`src/sv/moving_average_filter_unit_macros.svh`:
```
// ----------------------------------------------------------------------------
// Moving average filter assertion macros
// Concurrent assertion helpers shared by the filter RTL.
// ----------------------------------------------------------------------------
`ifndef MOVING_AVERAGE_FILTER_UNIT_MACROS_SVH
`define MOVING_AVERAGE_FILTER_UNIT_MACROS_SVH

`ifndef SYNTH

// The consequent must hold in the same cycle as the antecedent.
`define MAF_ASSERT_IMPL(lbl, clk, rst_n, ante, cons) \
	lbl: assert property (@(posedge clk) disable iff (!rst_n) (ante) |-> (cons)) \
		else $error("Filter assertion failed.");

// The consequent must hold in the cycle after the antecedent.
`define MAF_ASSERT_NEXT(lbl, clk, rst_n, ante, cons) \
	lbl: assert property (@(posedge clk) disable iff (!rst_n) (ante) |=> (cons)) \
		else $error("Filter assertion failed.");

`else

`define MAF_ASSERT_IMPL(lbl, clk, rst_n, ante, cons)
`define MAF_ASSERT_NEXT(lbl, clk, rst_n, ante, cons)

`endif

`endif

```
`src/sv/maf_pkg.sv`:
```
// ----------------------------------------------------------------------------
// Moving average filter package
// Sizes and types shared by the filter modules.
// ----------------------------------------------------------------------------
package maf_pkg;

	localparam int SAMPLE_WIDTH = 16;
	localparam int WINDOW_MAX   = 64;
	localparam int LEN_REG_W    = 7;
	localparam int LEN_RESET    = 8;

	localparam int ADDR_W = (WINDOW_MAX > 1) ? $clog2(WINDOW_MAX) : 1;
	localparam int LEN_W  = $clog2(WINDOW_MAX + 1);
	localparam int SUM_W  = SAMPLE_WIDTH + ADDR_W;
	localparam int ALU_W  = SUM_W + 1;
	localparam int STEP_W = $clog2(SUM_W);

	typedef logic signed [SAMPLE_WIDTH-1:0] sample_t;
	typedef logic signed [SUM_W-1:0]        sum_t;
	typedef logic signed [ALU_W-1:0]        alu_t;
	typedef logic        [LEN_W-1:0]        len_t;
	typedef logic        [ADDR_W-1:0]       addr_t;

endpackage

```
`src/sv/moving_average_filter_unit.sv`:
```
// ----------------------------------------------------------------------------
// Moving average filter unit
// Sliding-window mean of signed samples with a configurable window length.
// ----------------------------------------------------------------------------
// Usage:
// A sample request is taken on the input channel when in_valid and in_ready
// are both high. The sample is written into a 64-entry ring at the write
// pointer, and the mean of ring entries 0 to L-1 is returned on the output
// channel as one average request, truncated toward zero. L is the window
// length register (0 acts as 1, values above 64 act as 64).
// The sample RAM is read once per cycle to build the window sum, and one
// shared adder then performs a 22-step restoring division. A new sample is
// accepted only in the idle state, after the previous average has been
// loaded into the output register.
// Writing cfg_wr_en loads window_length and sets the write pointer to zero.
// Reset clears the ring to zeros through per-entry valid flags, sets the
// window length to 8 and the pointer to zero; it takes effect at once.
// A stalled receiver holds the average in the output register; the next
// sample is still accepted and processed, and the unit waits at its final
// step until the output register is free.
// ----------------------------------------------------------------------------
`include "moving_average_filter_unit_macros.svh"

module moving_average_filter_unit (
	input  logic                                  clk,
	input  logic                                  arst_n,
	input  logic                                  in_valid,
	output logic                                  in_ready,
	input  logic signed [maf_pkg::SAMPLE_WIDTH-1:0] sample,
	output logic                                  out_valid,
	input  logic                                  out_ready,
	output logic signed [maf_pkg::SAMPLE_WIDTH-1:0] average,
	input  logic                                  cfg_wr_en,
	input  logic        [maf_pkg::LEN_REG_W-1:0]  cfg_wr_data
);

	typedef enum logic [2:0] {
		ST_IDLE,
		ST_SUM,
		ST_ABS,
		ST_DIV,
		ST_SIGN
	} state_t;

	state_t                            state_q;
	logic [maf_pkg::LEN_REG_W-1:0]     window_length_q;
	maf_pkg::addr_t                    wp_q;
	logic [maf_pkg::WINDOW_MAX-1:0]    valid_q;
	maf_pkg::len_t                     cnt_q;
	logic                              rd_pend_s1;
	logic                              entry_ok_s1;
	maf_pkg::sum_t                     acc_q;
	logic                              neg_q;
	logic [maf_pkg::SUM_W-1:0]         dq_q;
	maf_pkg::len_t                     rem_q;
	logic [maf_pkg::STEP_W-1:0]        step_q;
	logic                              out_valid_q;
	maf_pkg::sample_t                  average_q;

	maf_pkg::len_t                     len_eff;
	logic                              accept;
	logic                              issue;
	maf_pkg::addr_t                    rd_addr;
	logic [maf_pkg::SAMPLE_WIDTH-1:0]  ram_rdata;
	maf_pkg::sample_t                  rd_sample;
	logic [maf_pkg::LEN_W:0]           shifted;
	logic                              nonneg;
	maf_pkg::addr_t                    wp_inc;
	maf_pkg::addr_t                    wp_next;
	logic                              out_load;

	maf_pkg::alu_t                     alu_a;
	maf_pkg::alu_t                     alu_b;
	logic                              alu_sub;
	maf_pkg::alu_t                     alu_y;

	always_comb begin
		if (window_length_q == '0) begin
			len_eff = maf_pkg::LEN_W'(1);
		end else if (int'(window_length_q) > maf_pkg::WINDOW_MAX) begin
			len_eff = maf_pkg::LEN_W'(maf_pkg::WINDOW_MAX);
		end else begin
			len_eff = maf_pkg::LEN_W'(window_length_q);
		end
	end

	assign in_ready  = (state_q == ST_IDLE);
	assign accept    = in_valid && in_ready;
	assign issue     = (state_q == ST_SUM) && (cnt_q < len_eff);
	assign rd_addr   = cnt_q[maf_pkg::ADDR_W-1:0];
	assign rd_sample = maf_pkg::sample_t'(ram_rdata);
	assign shifted   = {rem_q, dq_q[maf_pkg::SUM_W-1]};
	assign nonneg    = !alu_y[maf_pkg::ALU_W-1];
	assign wp_inc    = wp_q + maf_pkg::ADDR_W'(1);
	assign out_load  = (state_q == ST_SIGN) && (!out_valid_q || out_ready);

	always_comb begin
		if (cfg_wr_en) begin
			wp_next = '0;
		end else if (accept) begin
			if (maf_pkg::LEN_W'(wp_q) + maf_pkg::LEN_W'(1) >= len_eff) begin
				wp_next = '0;
			end else begin
				wp_next = wp_inc;
			end
		end else begin
			wp_next = wp_q;
		end
	end

	maf_ram #(
		.WIDTH (maf_pkg::SAMPLE_WIDTH),
		.DEPTH (maf_pkg::WINDOW_MAX)
	) u_ram (
		.clk   (clk),
		.we    (accept),
		.waddr (wp_q),
		.wdata (sample),
		.raddr (rd_addr),
		.rdata (ram_rdata)
	);

	// One add/subtract unit serves accumulation, negation and division.
	always_comb begin
		alu_a   = '0;
		alu_b   = '0;
		alu_sub = 1'b0;
		case (state_q)
			ST_SUM: begin
				alu_a = maf_pkg::ALU_W'(acc_q);
				alu_b = entry_ok_s1 ? maf_pkg::ALU_W'(rd_sample) : '0;
			end
			ST_ABS: begin
				alu_b   = maf_pkg::ALU_W'(acc_q);
				alu_sub = 1'b1;
			end
			ST_DIV: begin
				alu_a   = maf_pkg::ALU_W'(shifted);
				alu_b   = maf_pkg::ALU_W'(len_eff);
				alu_sub = 1'b1;
			end
			ST_SIGN: begin
				alu_b   = maf_pkg::ALU_W'(dq_q);
				alu_sub = neg_q;
			end
			default: begin
				alu_sub = 1'b0;
			end
		endcase
		alu_y = alu_a + (alu_sub ? ~alu_b : alu_b) + maf_pkg::ALU_W'(alu_sub);
	end

	always_ff @(posedge clk or negedge arst_n) begin
		if (!arst_n) begin
			state_q         <= ST_IDLE;
			window_length_q <= maf_pkg::LEN_REG_W'(maf_pkg::LEN_RESET);
			wp_q            <= '0;
			valid_q         <= '0;
			cnt_q           <= '0;
			rd_pend_s1      <= 1'b0;
			entry_ok_s1     <= 1'b0;
			acc_q           <= '0;
			neg_q           <= 1'b0;
			dq_q            <= '0;
			rem_q           <= '0;
			step_q          <= '0;
			out_valid_q     <= 1'b0;
			average_q       <= '0;
		end else begin
			rd_pend_s1  <= issue;
			entry_ok_s1 <= valid_q[rd_addr];
			wp_q        <= wp_next;
			if (out_load) begin
				average_q   <= alu_y[maf_pkg::SAMPLE_WIDTH-1:0];
				out_valid_q <= 1'b1;
			end else if (out_valid_q && out_ready) begin
				out_valid_q <= 1'b0;
			end
			case (state_q)
				ST_IDLE: begin
					if (accept) begin
						valid_q[wp_q] <= 1'b1;
						cnt_q   <= '0;
						acc_q   <= '0;
						state_q <= ST_SUM;
					end
				end
				ST_SUM: begin
					if (rd_pend_s1) begin
						acc_q <= alu_y[maf_pkg::SUM_W-1:0];
					end
					if (issue) begin
						cnt_q <= cnt_q + maf_pkg::LEN_W'(1);
					end else if (!rd_pend_s1) begin
						state_q <= ST_ABS;
					end
				end
				ST_ABS: begin
					neg_q   <= acc_q[maf_pkg::SUM_W-1];
					dq_q    <= acc_q[maf_pkg::SUM_W-1] ? alu_y[maf_pkg::SUM_W-1:0] : acc_q;
					rem_q   <= '0;
					step_q  <= '0;
					state_q <= ST_DIV;
				end
				ST_DIV: begin
					rem_q  <= nonneg ? alu_y[maf_pkg::LEN_W-1:0] : shifted[maf_pkg::LEN_W-1:0];
					dq_q   <= {dq_q[maf_pkg::SUM_W-2:0], nonneg};
					step_q <= step_q + maf_pkg::STEP_W'(1);
					if (step_q == maf_pkg::STEP_W'(maf_pkg::SUM_W - 1)) begin
						state_q <= ST_SIGN;
					end
				end
				ST_SIGN: begin
					if (out_load) begin
						state_q <= ST_IDLE;
					end
				end
				default: begin
					state_q <= ST_IDLE;
				end
			endcase
			if (cfg_wr_en) begin
				window_length_q <= cfg_wr_data;
			end
		end
	end

	assign out_valid = out_valid_q;
	assign average   = average_q;

	`MAF_ASSERT_IMPL(a_wp_in_window, clk, arst_n, state_q == ST_IDLE,
		maf_pkg::LEN_W'(wp_q) < len_eff)
	`MAF_ASSERT_IMPL(a_cnt_bound, clk, arst_n, state_q == ST_SUM, cnt_q <= len_eff)
	`MAF_ASSERT_IMPL(a_rem_bound, clk, arst_n, state_q == ST_DIV, rem_q < len_eff)
	`MAF_ASSERT_NEXT(a_accept_sum, clk, arst_n, accept, state_q == ST_SUM)
	`MAF_ASSERT_IMPL(a_load_from_sign, clk, arst_n, $rose(out_valid_q),
		$past(state_q) == ST_SIGN)

endmodule

```
`src/sv/maf_ram.sv`:
```
// ----------------------------------------------------------------------------
// Moving average filter sample RAM
// Generic simple dual-port RAM with one write port and a registered read.
// ----------------------------------------------------------------------------
module maf_ram #(
	parameter int WIDTH = 16,
	parameter int DEPTH = 64
) (
	input  logic                                     clk,
	input  logic                                     we,
	input  logic [((DEPTH > 1) ? $clog2(DEPTH) : 1)-1:0] waddr,
	input  logic [WIDTH-1:0]                         wdata,
	input  logic [((DEPTH > 1) ? $clog2(DEPTH) : 1)-1:0] raddr,
	output logic [WIDTH-1:0]                         rdata
);

	logic [WIDTH-1:0] mem [DEPTH];
	logic [WIDTH-1:0] rdata_q;

	always_ff @(posedge clk) begin
		if (we) begin
			mem[waddr] <= wdata;
		end
		rdata_q <= mem[raddr];
	end

	assign rdata = rdata_q;

endmodule

```
`config.mk`:
```
export PLATFORM = sky130hd
export DESIGN_NAME = moving_average_filter_unit
export DESIGN_NICKNAME = d
export VERILOG_FILES = /design/src/sv/maf_pkg.sv /design/src/sv/moving_average_filter_unit.sv /design/src/sv/maf_ram.sv
export VERILOG_INCLUDE_DIRS = /design/src /design/src/sv
export SDC_FILE = /design/constraint.sdc
export NUM_CORES = 1
export LEC_CHECK = 0
export ABC_AREA = 0
export BUFFER_PORTS_ARGS = -buffer_cell sky130_fd_sc_hd__buf_2
export CAP_MARGIN = 20
export CORE_MARGIN = 5
export CORE_UTILIZATION = 62
export CTS_BUF_LIST = sky130_fd_sc_hd__clkbuf_4 sky130_fd_sc_hd__clkbuf_8
export CTS_CLUSTER_DIAMETER = 120
export DETAILED_ROUTE_END_ITERATION = 10
export HOLD_SLACK_MARGIN = 0.08
export PLACE_DENSITY = 0.78
export SYNTH_ARGS = -nofsm -noshare
export SYNTH_HDL_FRONTEND = slang
export SYNTH_SLANG_ARGS = --single-unit
```
`constraint.sdc`:
```
create_clock -name clk -period 6 [get_ports clk]
set_input_delay 0.3 -clock clk [delete_from_list [all_inputs] [get_ports clk]]
set_output_delay 0.3 -clock clk [all_outputs]
set_load 0.05 [all_outputs]
```
# --- After elaboration in Yosys (flattened, before gate mapping) ---
# Memories as Yosys holds them, arrays and structs flattened. A register that Yosys moved wholly into a read port is not among the register bits.
# Cells that the tools add are included.
totals:
  regBits: 163
  latch_bits: 0
  ramBits: 1024
  mem_bits_ro: 0
  in_bits: 28
  output_inout_bits: 18
  elab_cells: 95
  mem_count: 1
classes:
  add_sub_neg: 6
  mul: 0
  div_mod_pow: 0
  order_cmp: 6
  eq_ne: 12
  n_shift: 0
  n_mux: 35
  n_bitwise: 2
  reduce_logical: 19
memory_table:
  columns: ["name", "depth", "width", "read_ports", "rd_clocked_by_memory_dff", "wr", "line_no", "rtl"]
  rows:
  - ["u_ram.mem", 64, 16, 1, 1, 1, "maf_ram.sv:17", "logic [WIDTH-1:0] mem [DEPTH];"]
ops:
  columns: ["cell", "n"]
  rows:
  - ["$pmux 23 s4", 1]
  - ["$pmux 22 s2", 2]
  - ["$mux 22", 3]
  - ["$or 64x64->64", 1]
  - ["$mux 23", 2]
  - ["$pmux 23 s2", 1]
  - ["$mux 7", 5]
  - ["$pmux 7 s2", 2]
  - ["$add 23x1->23", 1]
  - ["$add 23x23->23", 1]
  - ["$not 23->23", 1]
  - ["$mux 6", 3]
  - ["$mux 3", 5]
  - ["$pmux 3 s5", 1]
  - ["$lt 6x7->1 const B", 2]
  - ["$ne 2x2->1 const B", 6]
  - ["$pmux 5 s2", 1]
  - ["$reduce_bool 2->1", 4]
  - ["$add 6x1->7 const B", 1]
  - ["$add 7x1->7 const B", 1]
  - ["$ge 7x7->1", 1]
  - ["$gt 7x7->1 const B", 1]
  - ["$logic_not 7->1", 1]
  - ["$lt 7x7->1", 1]
  - ["20 further kinds", 32]

# --- Depth between registers and ports, before layout ---
logic_depth:
  word_depth: 10
  mapped_depth: 19

# --- Hierarchy ---
# A second synthesis with hierarchy kept.
hier_totals:
  hier_cells: 2737
  hier_area_um2: 49522.5
modules_own_cells:
  columns: ["mod", "instances", "cells_per_inst", "area_per_inst_um2"]
  rows:
  - ["maf_ram", 1, 1829, 40042.2]
  - ["moving_average_filter_unit", 1, 908, 9480.3]

# --- Worst setup path before layout ---
# No wires, ideal clock.
synth_timing:
  path_type: "register to register"
  start: "register state_q[2]"
  end: "register rem_q[0]"
  setup_ns: 0.128
  t_arrival_ns: 3.954
  t_required_ns: 5.872
  setup_slack_ns: 1.918
  stages_incl_launch_ff: 16
  path_buffers: 2
  synth_period_minus_slack_ns: 4.082
  cell_sequence: "dfrtp_1 buf_4 nor2b_1 a31oi_2 clkbuf_1 xnor2_1 fa_1 a21o_1 and4_1 o211ai_2 a211oi_1 o221a_1 o211a_1 a211oi_4 mux2i_1 o21ai_1"
synth_via:
  elab_chain_cells: 8
synth_rtl:
  columns: ["item", "line_no", "rtl"]
  rows:
  - ["start, declared", "moving_average_filter_unit.sv:45", "state_t state_q;"]
  - ["start signal, assigned", "moving_average_filter_unit.sv:155", "state_q <= ST_IDLE;"]
  - ["start signal, assigned", "moving_average_filter_unit.sv:185", "state_q <= ST_SUM;"]
  - ["start signal, assigned", "moving_average_filter_unit.sv:195", "state_q <= ST_ABS;"]
  - ["$eq 3x2->1, or another cell as far along", "moving_average_filter_unit.sv:128, moving_average_filter_unit.sv:179", null]
  - ["$reduce_or 2->1 (no line) or $pmux 23 s4 (tied branches)", null, null]
  - ["$pmux 1 s2 or $not 23->23 (tied branches)", "moving_average_filter_unit.sv:128, moving_average_filter_unit.sv:150", null]
  - ["$mux 23", "moving_average_filter_unit.sv:150", "alu_y = alu_a + (alu_sub ? ~alu_b : alu_b) + maf_pkg::ALU_W'(alu_sub);"]
  - ["$add 23x23->23", "moving_average_filter_unit.sv:150", null]
  - ["$add 23x1->23", "moving_average_filter_unit.sv:150", null]
  - ["$mux 7", "moving_average_filter_unit.sv:206", "rem_q <= nonneg ? alu_y[maf_pkg::LEN_W-1:0] : shifted[maf_pkg::LEN_W-1:0];"]
  - ["$pmux 7 s2", "moving_average_filter_unit.sv:179", "case (state_q)"]
  - ["end signal, assigned", "moving_average_filter_unit.sv:206", null]
  - ["end, declared", "moving_average_filter_unit.sv:55", "maf_pkg::len_t rem_q;"]
# Parallel ways exist; a longest one is shown, timed or not.
# A chain may end at the register's enable or synchronous reset.

# --- Final worst setup path ---
layout_timing:
  start: "register state_q[0]"
  end: "register rem_q[1]"
# Same word-level chain as after synthesis.

==> impl_metrics.tcl <==
set metrics [dict create \
    avgSynthCellArea_um2 20.19 \
    fin_ws_ps 1246 \
    fp.dieH_um 289.4 \
    synth.distinct_cells 73 \
    cts_made_buffers 186 \
    max_cap_viol_count 0 \
    worst-endpoint-required_ps 6700 \
    p_sw_w 0.007201 \
    cts_tree "done" \
    start_kind "flop" \
    postCtsResizedCells 0 \
    place_congestion 0.8848 \
    status "finished, final reports clean" \
    route.detailed.drc 0 \
    syn_inst 2398 \
    ctsHtreeMaxLevel 4 \
    hpwl_mm 65.79 \
    ys.flop_type "edfxtp_1" \
    clock_latency_ps 840 \
    pwr-share-clk_pct 29.9 \
    grt_overflow 0 \
    seq_power_share_pct 42.6 \
    avgViaCountPerCell 6.516 \
    cp_data_arrival_time_ps 5450 \
    crit_chain "buf_4, nand2b_1, or4b_1, o22a_1, and2_1, fa_1, a21o_1, and4_1, o211ai_2, a211oi_1, o221a_1, o211a_1, a211oi_4, mux2i_1, o21ai_1" \
    crit_slowest_cell "or4b_1" \
    critPathBufInv 1 \
    p_leak_nw 18.77 \
    core_mm2 0.07747 \
    syn_area_mm2 0.04842 \
    ir_drop_mv 0.3386 \
    initial_core_util_pct 62.50 \
    dr.pass1.iters 7 \
    routed_wl_mm 113.3 \
    synth-edff-count 1024 \
    critical_path.max_stage_delay_ps 500 \
    hold_viol_final 0 \
    drt_first_iter_violations 3258 \
    antenna_found_initial 8 \
    fin_nets 2714 \
    cp_max_fo 41 \
    tightestPinTransition_ps 1183 \
    ys_seq_elements 1203 \
    cp_top_family "compound AO/OA/AOI/OAI gates" \
    path_clk_slew_ps 60 \
    cts_buffer_depth 3 \
    skew_ps 45.87 \
    setup-tns-final_ps 0 \
    crit_type "flop to flop" \
    async_flop_share_pct 13.55 \
    setup_viol 0 \
    grt_pass1_vias 25850 \
    fmax_ghz 0.2104 \
    ios 46 \
    yosysWarnings 0 \
    critPathCaptureType "flop" \
    dr_total_vias 25080 \
    dp_cells 3446 \
    p_comb_share_pct 27.6 \
    place_worst_setup_slack_ps 1303 \
    rsz0062_at_grt "false" \
    final_max_slew_viol_count 0 \
    multi_input_area_mm2 0.01280 \
    instances_no_fill 3849 \
    seq_area_mm2 0.03517 \
    fillCellCount 4567 \
    p_int_w 0.01594 \
    grt_max_degree 89 \
    rrSetupSlack_ps 1250 \
    ant_nets 0 \
    area_delta_synth_final_pct 13.31 \
    port_buffers 45 \
    layout_min_cycle_time_ps 4754 \
    swShare_pct 31.12 \
    min_period_over_period_pct 79.23 \
    cts-root-buf "clkbuf_8" \
    die-area_mm2 0.08378 \
    grt_util_all_layers_pct 27.74 \
    num_rows 102 \
    drive_gt1_share_pct 34.52 \
    syn_nets 2465 \
    yosysSeqAreaShare_pct 72.60 \
    die_w_um 289.4 \
    clkSinkCount 1203 \
    max-slew-margin-rel_pct 20.85 \
    hp-class "input pin to async pin" \
    wl_per_cell_um 29.44 \
    grt_pass1_wl_mm 167.6 \
    powerDensity_mw_per_mm2 421.8 \
]
[logic make-up after synthesis]
kind of cell	count (synthesis)	synth area share (%)
DFF	1203	72.60
and+or+nand+nor	362	3.757
xor gates and xnor gates	46	0.8321
AOI/OAI and AO/OA	201	2.949
adders and majority gates	39	1.023
muxes	404	17.64
buffers and inverters	143	1.202
[power by group through the flow]
stage / Clock [W] / Combinational, W / Sequential, W
3_5_place_dp: 0 / 0.00633 / 0.0100
3_3_place_gp: 0 / 0.00624 / 0.0100
4_1_cts: 0.00702 / 0.00637 / 0.00986
5_1_grt: 0.00746 / 0.00682 / 0.00989
2_1_floorplan: 0 / 0.00450 / 0.00989
6_report: 0.00691 / 0.00638 / 0.00985
[path summary, 6_finish.rpt]
kind                       cells after the start           endpoint   startpoint
max                                           15           rem_q[1]   state_q[0]
min                                            2         valid_q[1]       arst_n
max reg2reg                                   15           rem_q[1]   state_q[0]
min reg2reg                                    1        valid_q[47]  valid_q[47]
max in group asynchronous                      3           cnt_q[2]       arst_n
min in group clk                               2  u_ram.mem[26][10]   sample[10]
[layout make-up]
cell class / count / area share [%]
flip-flops and latches: 1203 / 64.10
well taps: 1040 / 2.372
multi-input cells: 1052 / 23.33
repair buffers: 191 / 3.093
clock inverters: 76 / 1.072
diodes: 5 / 0.02281
inverters: 13 / 0.08895
clock buffers: 269 / 5.916
[metal layers]
metal	global-route usage [%]	share of wire, %	up-vias
met5	0	0.040	-
met4	8.005	2.5	6
met3	5.445	8.8	204
met1	38.66	38	13100
met2	45.96	51	1392
li1	-	-	10380
[flip-flops by register name, indices dropped and copies added (netlist names)]
name and flops:
acc_q 22, average 16, cnt_q 7, dq_q 22
entry_ok_s1 1, neg_q 1, out_valid 1, rd_pend_s1 1
rem_q 7, state_q 3, step_q 5, u_ram.mem 1024
u_ram.rdata 16, valid_q 64, window_length_q 7, wp_q 6
[cell usage after synthesis (13+ instances only)]
cell type / count / area (um2)
edfxtp_1: 1024 / 30750
mux4_2: 357 / 8040
dfrtp_1: 162 / 4054
nor2_1: 99 / 371.6
clkbuf_1: 85 / 319.1
nand2_1: 84 / 315.3
or2_2: 65 / 406.6
o21ai_0: 39 / 195.2
ha_1: 38 / 475.5
a21oi_1: 36 / 180.2
buf_2: 30 / 150.1
xor2_1: 26 / 227.7
a22o_1: 25 / 219.0
and2_1: 24 / 150.1
mux2i_1: 24 / 240.2
mux2_2: 23 / 259.0
nand3_1: 21 / 105.1
xnor2_1: 20 / 175.2
a21o_1: 19 / 142.6
dfxtp_1: 16 / 320.3
a222oi_1: 13 / 130.1
buf_1: 13 / 48.80
nand2b_1: 13 / 81.33
[placed cells by master, fill, tap and decap left out, types with 35 or more instances in the layout]
cell	instances
dfrtp_1	158
ha_1	38
mux4_2	357
or2_2	65
nor2_1	58
dlygate4sd3_1	35
buf_4	88
nor2_2	41
buf_2	44
clkbuf_8	196
clkinv_1	38
edfxtp_1	1024
clkbuf_4	73
nand2_1	84
o21ai_0	39
a21oi_1	36
[worst register-to-register path, stage by stage (launching register included)]
cell	delay [ps]
dfrtp_1	340
buf_4	400
nand2b_1	220
or4b_1	500
o22a_1	300
and2_1	210
fa_1	490
a21o_1	200
and4_1	240
o211ai_2	200
a211oi_1	130
o221a_1	280
o211a_1	260
a211oi_4	500
mux2i_1	280
o21ai_1	90
[what timing repair did]
item / CTS / global route
endpoints found under the hold margin: 96 / 514
hold buffers: 19 / 16
setup endpoints to repair: 0 / 0
setup buffers: 0 / 0
[per-stage QoR]
stage | hold WS, ps | util (%) | total power (W) | cell area, um2
finish | 84.77 | 70.82 | 0.02314 | 54860
CTS | 93.34 | 70.14 | 0.02325 | 54330
global placement | 361.0 | 64.94 | 0.01627 | 50310
floorplan | 4.409 | - | 0.01439 | 48420
global route | 131.3 | 70.81 | 0.02418 | 54850
detailed placement | 383.6 | 64.94 | 0.01635 | 50310
Note: power is estimated with default switching activity, not from simulation.
